`src/hw/rtl/wildcard_name_matcher_core_defines.svh`:
```
// Assertion macros shared by the wildcard name matcher RTL.
// No dependencies; included by the files that carry assertions.
`ifndef WILDCARD_NAME_MATCHER_CORE_DEFINES_SVH
`define WILDCARD_NAME_MATCHER_CORE_DEFINES_SVH

// Same-cycle implication, checked on every clock edge outside reset.
`define WNM_ASSERT_NOW(label, ante, cons, msg) \
  label: assert property (@(posedge clk) disable iff (rst) (ante) |-> (cons)) \
    else $error(msg);

// Next-cycle implication, checked on every clock edge outside reset.
`define WNM_ASSERT_NEXT(label, ante, cons, msg) \
  label: assert property (@(posedge clk) disable iff (rst) (ante) |=> (cons)) \
    else $error(msg);

`endif

```
`src/hw/rtl/wnm_pkg.sv`:
```
// Types, character constants and helper functions of the wildcard name matcher.
// No dependencies; used by wnm_cell and wildcard_name_matcher_core.
package wnm_pkg;

  typedef enum logic [1:0] {
    MODE_CLEAR  = 2'd0,
    MODE_APPEND = 2'd1,
    MODE_NAME   = 2'd2,
    MODE_END    = 2'd3
  } mode_t;

  localparam logic [7:0] CH_STAR     = 8'h2A;
  localparam logic [7:0] CH_QUEST    = 8'h3F;
  localparam logic [7:0] CH_LOWER_A  = 8'h61;
  localparam logic [7:0] CH_LOWER_Z  = 8'h7A;
  localparam logic [7:0] CASE_OFFSET = 8'd32;

  // Broadcast from the control logic to every cell.
  typedef struct packed {
    logic       restart;
    logic       name_step;
    logic       store;
    logic [7:0] fch;
  } cell_ctl_t;

  // Handed from one cell to the next position.
  typedef struct packed {
    logic carry;
    logic step;
  } cell_link_t;

  function automatic logic [7:0] fold_upper(input logic [7:0] c);
    logic [7:0] r;
    r = c;
    if (c >= CH_LOWER_A && c <= CH_LOWER_Z) begin
      r = c - CASE_OFFSET;
    end
    return r;
  endfunction

endpackage

```
`src/hw/rtl/wnm_cell.sv`:
```
// One pattern position of the matcher: stored character and active bit.
// Depends on wnm_pkg; instantiated in a row by wildcard_name_matcher_core.
module wnm_cell #(
  parameter int unsigned LEN_W = 8,
  parameter int unsigned IDX   = 0
) (
  input  logic               clk,
  input  logic               rst,
  input  logic [LEN_W-1:0]   pat_len,
  input  wnm_pkg::cell_ctl_t ctl,
  input  wnm_pkg::cell_link_t link_in,
  output wnm_pkg::cell_link_t link_out,
  output logic               closed
);

  localparam logic [LEN_W-1:0] MY_IDX   = LEN_W'(IDX);
  localparam logic             IS_FIRST = (IDX == 0);

  logic [7:0] pch;
  logic       act;
  logic       act_next;
  logic       valid;
  logic       is_star;
  logic       hit_char;

  assign valid    = MY_IDX < pat_len;
  assign is_star  = valid && (pch == wnm_pkg::CH_STAR);
  assign hit_char = (pch == wnm_pkg::CH_QUEST) || (pch == ctl.fch);

  // The position right after an active star counts as active; runs of stars
  // are collapsed at load time, so one level of carry is enough.
  assign closed         = act | link_in.carry;
  assign link_out.carry = act & is_star;
  assign link_out.step  = closed & valid & ~is_star & hit_char;
  assign act_next       = (closed & is_star) | link_in.step;

  always_ff @(posedge clk) begin
    if (rst) begin
      act <= IS_FIRST;
    end else if (ctl.restart) begin
      act <= IS_FIRST;
    end else if (ctl.name_step) begin
      act <= act_next;
    end
  end

  always_ff @(posedge clk) begin
    if (ctl.store && pat_len == MY_IDX) begin
      pch <= ctl.fch;
    end
  end

endmodule

```
`src/hw/rtl/wildcard_name_matcher_core.sv`:
```
// Case-insensitive wildcard name matcher: a row of pattern cells, one per position.
// The verdict is written into the result register on the end-of-name transfer.
// Throughput: one input transfer per cycle of any mode; the cell row updates all
// positions in the cycle a name character is taken. Input stalls only while a verdict waits.
// Reset empties the pattern, clears the overflow flag and leaves only position zero active.
// Depends on wnm_pkg, wnm_cell and wildcard_name_matcher_core_defines.svh.
`include "wildcard_name_matcher_core_defines.svh"

module wildcard_name_matcher_core #(
  parameter int unsigned PATTERN_MAX = 128
) (
  input  logic       clk,
  input  logic       rst,
  input  logic       s_axis_tvalid,
  output logic       s_axis_tready,
  input  logic [7:0] s_axis_tdata,   // [7:0] ch
  input  logic [1:0] s_axis_tuser,   // [1:0] mode
  output logic       m_axis_tvalid,
  input  logic       m_axis_tready,
  output logic [7:0] m_axis_tdata    // [0] matched, [1] pattern_overflow, [7:2] zero
);

  localparam int unsigned LEN_W = $clog2(PATTERN_MAX + 1);
  localparam logic [LEN_W-1:0] LEN_MAX = LEN_W'(PATTERN_MAX);

  wnm_pkg::mode_t      mode;
  wnm_pkg::cell_ctl_t  ctl;
  wnm_pkg::cell_link_t links [PATTERN_MAX:0];
  logic [PATTERN_MAX:0] closed_vec;

  logic [LEN_W-1:0] raw_len;
  logic [LEN_W-1:0] raw_len_next;
  logic [LEN_W-1:0] pat_len;
  logic [LEN_W-1:0] pat_len_next;
  logic             overflow;
  logic             overflow_next;
  logic             last_star;
  logic             last_star_next;
  logic             act_end;
  logic             take;
  logic             ch_star;
  logic             room;
  logic             end_take;
  logic             hit;

  assign mode     = wnm_pkg::mode_t'(s_axis_tuser);
  assign s_axis_tready = ~m_axis_tvalid | m_axis_tready;
  assign take     = s_axis_tvalid & s_axis_tready;
  assign ch_star  = (s_axis_tdata == wnm_pkg::CH_STAR);
  assign room     = raw_len < LEN_MAX;
  assign end_take = take && (mode == wnm_pkg::MODE_END);

  always_comb begin
    ctl.restart   = 1'b0;
    ctl.name_step = 1'b0;
    ctl.store     = 1'b0;
    ctl.fch       = wnm_pkg::fold_upper(s_axis_tdata);
    raw_len_next  = raw_len;
    pat_len_next  = pat_len;
    overflow_next = overflow;
    last_star_next = last_star;
    if (take) begin
      unique case (mode)
        wnm_pkg::MODE_CLEAR: begin
          ctl.restart    = 1'b1;
          raw_len_next   = '0;
          pat_len_next   = '0;
          overflow_next  = 1'b0;
          last_star_next = 1'b0;
        end
        wnm_pkg::MODE_APPEND: begin
          ctl.restart = 1'b1;
          if (room) begin
            raw_len_next = raw_len + LEN_W'(1);
            // A star right after a stored star adds nothing to the match.
            if (!(ch_star && last_star)) begin
              ctl.store      = 1'b1;
              pat_len_next   = pat_len + LEN_W'(1);
              last_star_next = ch_star;
            end
          end else begin
            overflow_next = 1'b1;
          end
        end
        wnm_pkg::MODE_NAME: begin
          ctl.name_step = 1'b1;
        end
        wnm_pkg::MODE_END: begin
          ctl.restart = 1'b1;
        end
        default: begin
          ctl.restart = 1'b0;
        end
      endcase
    end
  end

  assign links[0] = '0;

  for (genvar i = 0; i < PATTERN_MAX; i++) begin : g_cell
    wnm_cell #(
      .LEN_W (LEN_W),
      .IDX   (i)
    ) u_cell (
      .clk      (clk),
      .rst      (rst),
      .pat_len  (pat_len),
      .ctl      (ctl),
      .link_in  (links[i]),
      .link_out (links[i+1]),
      .closed   (closed_vec[i])
    );
  end

  // The position past the last character has no character of its own.
  assign closed_vec[PATTERN_MAX] = act_end | links[PATTERN_MAX].carry;
  assign hit = (pat_len == '0) | closed_vec[pat_len];

  always_ff @(posedge clk) begin
    if (rst) begin
      raw_len   <= '0;
      pat_len   <= '0;
      overflow  <= 1'b0;
      last_star <= 1'b0;
      act_end   <= 1'b0;
    end else begin
      raw_len   <= raw_len_next;
      pat_len   <= pat_len_next;
      overflow  <= overflow_next;
      last_star <= last_star_next;
      if (ctl.restart) begin
        act_end <= 1'b0;
      end else if (ctl.name_step) begin
        act_end <= links[PATTERN_MAX].step;
      end
    end
  end

  always_ff @(posedge clk) begin
    if (rst) begin
      m_axis_tvalid <= 1'b0;
    end else if (end_take) begin
      m_axis_tvalid <= 1'b1;
    end else if (m_axis_tready) begin
      m_axis_tvalid <= 1'b0;
    end
  end

  always_ff @(posedge clk) begin
    if (end_take) begin
      m_axis_tdata <= {6'b0, overflow, hit};
    end
  end

  `WNM_ASSERT_NOW(a_len_order, 1'b1, pat_len <= raw_len && raw_len <= LEN_MAX,
    "collapsed pattern length exceeds raw length or capacity")
  `WNM_ASSERT_NOW(a_overflow_full, overflow, raw_len == LEN_MAX,
    "overflow flag set while the pattern still has room")
  `WNM_ASSERT_NOW(a_no_active_past_end, 1'b1, ((closed_vec >> pat_len) >> 1) == '0,
    "active position beyond the end of the pattern")
  `WNM_ASSERT_NEXT(a_verdict_issued, end_take, m_axis_tvalid,
    "end-of-name transfer produced no verdict")
  `WNM_ASSERT_NOW(a_hold_stalls_input, m_axis_tvalid && !m_axis_tready, !s_axis_tready,
    "input taken while a verdict is held")

endmodule
```
`config.mk`:
```
export PLATFORM = sky130hd
export DESIGN_NAME = wildcard_name_matcher_core
export DESIGN_NICKNAME = d
export VERILOG_FILES = /design/src/hw/rtl/wnm_pkg.sv /design/src/hw/rtl/wnm_cell.sv /design/src/hw/rtl/wildcard_name_matcher_core.sv
export VERILOG_INCLUDE_DIRS = /design/src /design/src/hw/rtl
export SDC_FILE = /design/constraint.sdc
export NUM_CORES = 2
export LEC_CHECK = 0
export BUFFER_PORTS_ARGS = -buffer_cell sky130_fd_sc_hd__buf_2
export CORE_ASPECT_RATIO = 1.25
export CORE_UTILIZATION = 32
export CTS_CLUSTER_DIAMETER = 40
export CTS_CLUSTER_SIZE = 40
export DETAILED_ROUTE_END_ITERATION = 8
export GPL_TIMING_DRIVEN = 0
export HOLD_SLACK_MARGIN = 0.05
export PLACE_DENSITY_LB_ADDON = 0.05
export SYNTH_ARGS = -nofsm -noshare
export SYNTH_HDL_FRONTEND = slang
export SYNTH_SLANG_ARGS = --single-unit
```
`constraint.sdc`:
```
create_clock -name clk -period 4.4 [get_ports clk]
set_input_delay 0.22 -clock clk [delete_from_list [all_inputs] [get_ports clk]]
set_output_delay 0.22 -clock clk [all_outputs]
set_load 0.01 [all_outputs]
```
# After elaboration in Yosys (flattened, before gate mapping)

Index checks and enable logic that the tools add are counted.

Register bits: 1174
Input bits: 14
Output and inout bits: 10

Add/subtract/negate cells: 3
Magnitude comparators: 132
Eq/ne operators: 518
Mux-type cells: 21
Bitwise gates (word level): 1026
Reductions and logical operators: 396

Operators with widths:

| kind                                                | number |
|---|---|
| == test 8 x 6 -> 1 bit (second input constant)      | 289 |
| == test 8 bit                                       | 128 |
| AND 1 bit                                           | 640 |
| == test 8 x 7 -> 1 bit (second input constant)      | 64 |
| < comparator 7 x 8 -> 1 bit (first input constant)  | 64 |
| logical AND 1 bit                                   | 259 |
| OR 1 bit                                            | 257 |
| < comparator 6 x 8 -> 1 bit (first input constant)  | 32 |
| inverter 1 bit                                      | 129 |
| == test 8 x 5 -> 1 bit (second input constant)      | 16 |
| logical OR 1 bit                                    | 128 |
| < comparator 5 x 8 -> 1 bit (first input constant)  | 16 |
| == test 8 x 4 -> 1 bit (second input constant)      | 8 |
| < comparator 4 x 8 -> 1 bit (first input constant)  | 8 |
| == test 8 x 3 -> 1 bit (second input constant)      | 4 |
| < comparator 3 x 8 -> 1 bit (first input constant)  | 4 |
| two-way mux 8 bit                                   | 4 |
| one-hot mux 8 bit (2 select lines)                  | 2 |
| adder 8 x 1 -> 8 bit (second input constant)        | 2 |
| == test 8 x 2 -> 1 bit (second input constant)      | 2 |
| < comparator 1 x 8 -> 1 bit (first input constant)  | 2 |
| < comparator 2 x 8 -> 1 bit (first input constant)  | 2 |
| two-way mux 1 bit                                   | 11 |
| < comparator 8 x 9 -> 1 bit (second input constant) | 1 |
| 18 further kinds                                    | 24 |

# Depth between registers and ports, before layout

Word-level depth: 8
Mapped depth: 15
Mapped depth without buffers: 11

# Least setup slack after synthesis

Ideal clock, no wire load.

Path type: input to register
Start point: in s_axis_tdata[4]
End point: reg g_cell[0].u_cell.pch[6], data pin
Library setup time: 486 ps
Data arrival time: 3280 ps
Slack: 634 ps
Cell stages on the path: 8
Cell sequence: or3_1 > o32a_1 > a31o_2 > clkbuf_1 > buf_2 > buf_2 > buf_2 > inv_1

RTL lines:

| item                   | line                             | source |
|---|---|---|
| start: declaration     | wildcard_name_matcher_core.sv:16 | `input logic [7:0] s_axis_tdata,` |
| end signal: assignment | wnm_cell.sv:49                   | `pch <= ctl.fch;` |
| end: declaration       | wnm_cell.sv:19                   | `logic [7:0] pch;` |

# Worst setup path in the final report

Start point: reg pat_len[0]
End point: reg m_axis_tdata[0], data pin

Cells in the longest elaborated chain, start to end: 7
Elaborated cells between the ends (all ways): 516
Those cells by class: 128 x order compare; 2 x mux; 257 x bitwise; 129 x reduce/logical

Ends and longest elaborated chain:

| item                                                      | line                                              | source |
|---|---|---|
| start: declaration                                        | wildcard_name_matcher_core.sv:33                  | `logic [LEN_W-1:0] pat_len;` |
| start signal: assignment                                  | wildcard_name_matcher_core.sv:128                 | `pat_len <= pat_len_next;` |
| < comparator 1 x 8 -> 1 bit, or another cell as far along | wnm_cell.sv:26                                    | `assign valid = MY_IDX < pat_len;` |
| logical AND 1 bit                                         | wnm_cell.sv:27                                    | `assign is_star = valid && (pch == wnm_pkg::CH_STAR);` |
| AND 1 bit                                                 | wnm_cell.sv:33                                    | `assign link_out.carry = act & is_star;` |
| OR 1 bit (on tied branches)                               | wnm_cell.sv:32, wildcard_name_matcher_core.sv:116 |  |
| binary-select mux 1 bit (select 8 bit)                    | wildcard_name_matcher_core.sv:117                 | `assign hit = (pat_len == '0) \| closed_vec[pat_len];` |
| two-way mux 1 bit (implied by the code)                   | wildcard_name_matcher_core.sv:117                 |  |
| OR 1 bit (*)                                              | wildcard_name_matcher_core.sv:117                 |  |
| net hit                                                   | wildcard_name_matcher_core.sv:44                  | `logic hit;` |
| end signal: assignment                                    | wildcard_name_matcher_core.sv:151                 | `m_axis_tdata <= {6'b0, overflow, hit};` |
| end: declaration                                          | wildcard_name_matcher_core.sv:20                  | `output logic [7:0] m_axis_tdata` |

The timed path passes the listed nets; every way through them passes the cells marked *. The select of a mux whose other input is x is not followed.
A chain may end at the register's enable or synchronous reset.

==> impl_summary.md <==
Synthesis
Summed over all instances, the cell type with the most area after synthesis is edfxtp_1. The most instantiated flip-flop cell in the synthesis netlist is edfxtp_1. The share of synthesized area in the top cell type comes to 0.521.

The number of warnings issued by yosys is 0. The cell count after synthesis came out at 5188. The average instance in the mapped netlist occupies 11.4 um2. After synthesis the cells add up to 0.0591 mm2. The count of flip-flops with a built-in enable after synthesis is 1026.

The post-synthesis sequential area ratio is 0.571. In the synthesized netlist the async set-or-reset flop fraction comes to 0. Yosys attributes the largest share of cell area to edfxtp_1 52%, xnor2_1 8.9%, xor2_1 6.4%, dfxtp_1 5.0%, nor2_1 2.6%. The number of synthesized register bits is 1174. Counting distinct cell types in the post-synthesis netlist gives 89.

Power
Of the total power, the share spent switching nets is 0.248. The worst-case vdd ir drop is 0.389 mV. The part of the total power dissipated in sequential elements is 0.399.

The static leakage is 22.2 nW. The combinational cell fraction of total power is 0.067. The cell internal power dissipation is 23.2 mW. The switching power summed over all nets is 7.64 mW. The clock network power share is 0.533. Power spread over the standard cell area amounts to 428 mW/mm2.

Finish
The finished layout holds 8110 standard cells, fillers aside. The area growth from synthesis to layout is 21.8%. In the final layout, the share of cells above drive strength 1 is 0.142. In the final design database the tool counted 5536 nets. The design area is 0.0721 mm2.

Placed design
After legalization and detailed placement, the total HPWL measured 223 mm. At the end of routability-driven placement, the weighted congestion stood at 1.08. The post-placement cell area is 0.0629 mm2. In this run, placement finished with an instance count of 7638. Buffers placed on the I/O ports in this run total 16.

Critical path
The most critical setup path has its startpoint at pat_len[0]$_SDFFE_PP0P_. The worst-path maximum fanout is 10. For the worst setup path, the data required time is 4970 ps.

The critical path in this run is classified as reg -> reg. The critical path endpoint category is a flop. In this run the register-to-register setup slack is -310 ps. The number of cells on the worst reg-to-reg path is 9.

The category of the worst setup path launch point is a flop. The reg-to-reg startpoint is pat_len[0]$_SDFFE_PP0P_. The endpoint identified for the worst register-to-register timing path is m_axis_tdata[0]$_DFFE_PP_.

The critical path arrival is 5280 ps.

STA
Setup repair after global routing could not meet its margin everywhere. The max-slew violation total from the final report is 56. The setup TNS after final layout is -2720 ps.

The slew at the pin closest to its max-slew limit is 1600 ps. The smallest setup slack after layout is -311 ps. For the finished layout, the period the worst path requires is 4710 ps.

Measured against its own limit, the worst slew margin works out to -0.0696. The final cycle utilization of the critical path is 1.07. The maximum achievable frequency is 0.212 GHz. The total count of hold-check failures in the final report is 0. The final worst clock skew is 41.6 ps. The number of endpoints failing setup at the final stage is 64.

Global route
The pin count of the biggest net entering global routing is 76. The wire length of the first global-routing pass is 415 mm. The initial antenna violation count is 31. The number of global-route vias before repair was 45600. The total congestion overflow is 0.

In the global route stage, overall resource usage came out at 0.333.

Flow run
The count of maximum capacitance violations is 7.

Clock network
The clock tree buffer depth is 3. The clock tree from TritonCTS is yes. The TritonCTS buffer count is 204. The later pin in the worst-skew pair is clocked with a latency of 870 ps.

The cell at the root of the clock tree is clkbuf_16. The total number of H-tree levels is 4. After clock tree synthesis, the clock-pin slew on the worst setup and hold paths is 50 ps. Counting every sink on the clock net gives 1174.

Drt
The via total after detailed routing is 47200. The number of vias per cell is 5.81. The first detailed-routing pass ran for 6 iterations. Dividing the detail-routed wire length by the instance count gives 39.0 um.

The number of nets with antenna violations after detailed routing is 0. The number of DRC violations after detailed-routing iteration 0 is 4689. The post-detailed-route DRC marker count is 0. The final layout contains routed wiring with a total length of 316 mm.

Worst hold path
The tightest min-delay check is of the in -> reg type. For hold timing, the worst endpoint is g_cell[69].u_cell.pch[2]$_DFFE_PP_. Counting instances, the worst hold path has a depth of 4.

In this run the most critical hold path is launched from s_axis_tdata[2].

Floorplan
The floorplan has 176 rows. In this run the horizontal extent of the chip is 387 um. For this design the top-level I/O count stands at 24. The vertical extent of the die is 483 um. The floorplan step defined a core boundary enclosing 0.184 mm2. The die covers 0.187 mm2. The initial utilization of the core area, before any placement, comes to 0.322.

Run status
The checks that failed: capacitance limit, slew limit, setup timing. The run finished, with violations left.
-- cells by family (layout without fill, tap and decap cells) --
family,count (synthesis),in the layout,synth area share
AO/OA/AOI/OAI,878,878,0.0973
adder cells (fa/ha/maj),6,6,0.00127
other,1,17,0.0000634
XOR/XNOR,1035,1035,0.153
multiplexers,5,5,0.00110
buffers and inverters,284,787,0.0205
flip-flops,1174,1174,0.571
AND/OR/NAND/NOR,1805,1805,0.156
-- cells in the mapped netlist, types with 45 or more instances --
cell type / n
o21ai_0: 215
o21ai_1: 66
nand4_1: 105
nand2_1: 341
or4_1: 58
dfxtp_1: 148
buf_1: 51
nor3_1: 293
nand4b_1: 52
o221a_2: 52
buf_2: 45
inv_1: 49
a21oi_1: 192
xor2_1: 433
xnor2_1: 602
nand3_1: 184
or3_1: 77
nor4_1: 114
o31ai_1: 64
a31oi_1: 69
edfxtp_1: 1026
clkbuf_1: 116
nor2_1: 412
-- cell usage in the layout, fill, tap and decap left out, types with 20 or more instances in the layout --
master         synthesis  final
xnor2_1              602    602
nor2_2                 0     36
nor3_1               293    278
a21oi_1              192    183
nand4b_1              52     52
o21ai_0              215    205
inv_1                 49     46
and3_1                24     24
nand2_1              341    322
o21ai_1               66     74
or3_1                 77     77
clkbuf_1             116    100
nor2b_1               24     21
clkinvlp_4             0     20
edfxtp_1            1026   1026
nor4_1               114    109
inv_6                  0     21
or4_1                 58     58
o221a_2               52     52
buf_16                 0     28
a21o_1                24     24
o31ai_1               64     59
dfxtp_1              148    147
xor2_1               433    433
buf_1                 51     28
nand3_1              184    177
nand2b_1              39     38
nor2_1               412    360
clkbuf_16              0    205
clkinv_2               0     27
buf_2                 45     68
buf_4                 18     51
a31oi_1               69     61
dlygate4sd3_1          0     20
bufinv_16              0     28
clkinv_1               1     26
nand4_1              105    105
o211ai_1              23     23
clkbuf_2               0     33
-- worst max path at each step --
stage | end | slack (ps) | depth (start not counted)
global route | g_cell[109].u_cell.pch[2]$_DFFE_PP_ | -120 | 9
floorplan | g_cell[0].u_cell.pch[6]$_DFFE_PP_ | 630 | 8
finish | m_axis_tdata[0]$_DFFE_PP_ | -310 | 9
detailed placement | m_axis_tdata[0]$_DFFE_PP_ | -4170 | 15
CTS | m_axis_tdata[0]$_DFFE_PP_ | -300 | 10
global placement | g_cell[58].u_cell.pch[6]$_DFFE_PP_ | -8300 | 10
-- power groups by stage --
stage	clock network (mW)	logic, mW	registers (mW)
detailed placement	0	1.94	12.5
floorplan	0	0.941	12.5
global placement	0	1.89	12.6
global route	17.1	2.14	12.3
finish	16.5	2.08	12.3
CTS	16.7	2.07	12.3
-- state kept, by name, summed over array words and instances, names as in the netlist --
register / flops
m_axis_tdata: 2
overflow: 1
m_axis_tvalid: 1
act_end: 1
g_cell.u_cell.act: 128
g_cell.u_cell.pch: 1024
pat_len: 8
raw_len: 8
last_star: 1
-- critical path, cell delays in order (launching register included) --
cell and delay, ps:
dfxtp_1 370, clkbuf_4 300, clkbuf_1 1020, clkbuf_1 950, o41ai_1 250, a2bb2oi_1 190
o211ai_1 250, a21o_1 260, o2111ai_1 270, o32a_4 520
-- routing by layer --
layer,GRT usage,part of all wire,vias to the layer above
li1,-,-,20100
met1,0.424,0.41,24300
met2,0.533,0.46,2108
met3,0.0626,0.067,636
met4,0.187,0.063,12
met5,0,0.00028,-
-- what timing repair did --
action                                   CTS  global route
hold buffers                              43             0
gates resized for setup                  190            82
pin swaps                                 20            10
buffers inserted                          19            13
endpoints found under the setup margin  1126           204
endpoints found under the hold margin    298             0
cloned                                     0             0
-- per-stage QoR --
stage / power, mW / util / setup WS, ps / hold slack (ps)
floorplan: 13.4 / - / 634 / 319
global placement: 14.5 / 0.339 / -8300 / 421
detailed placement: 14.5 / 0.342 / -4170 / 424
CTS: 31.1 / 0.390 / -303 / 68.7
global route: 31.6 / 0.392 / -119 / 72.0
finish: 30.9 / 0.392 / -311 / 107
-- layout make-up --
class / instances / area (um2)
fill: 17800 / 112000
sequential: 1174 / 33800
multi-input combinational: 3735 / 25000
clock buffer: 238 / 5330
tap: 2403 / 3010
clock inverter: 148 / 1790
timing repair buffer: 119 / 1720
buffer: 231 / 1190
inverter: 51 / 210
antenna: 11 / 27.5
Note: power is estimated with default switching activity, not from simulation.
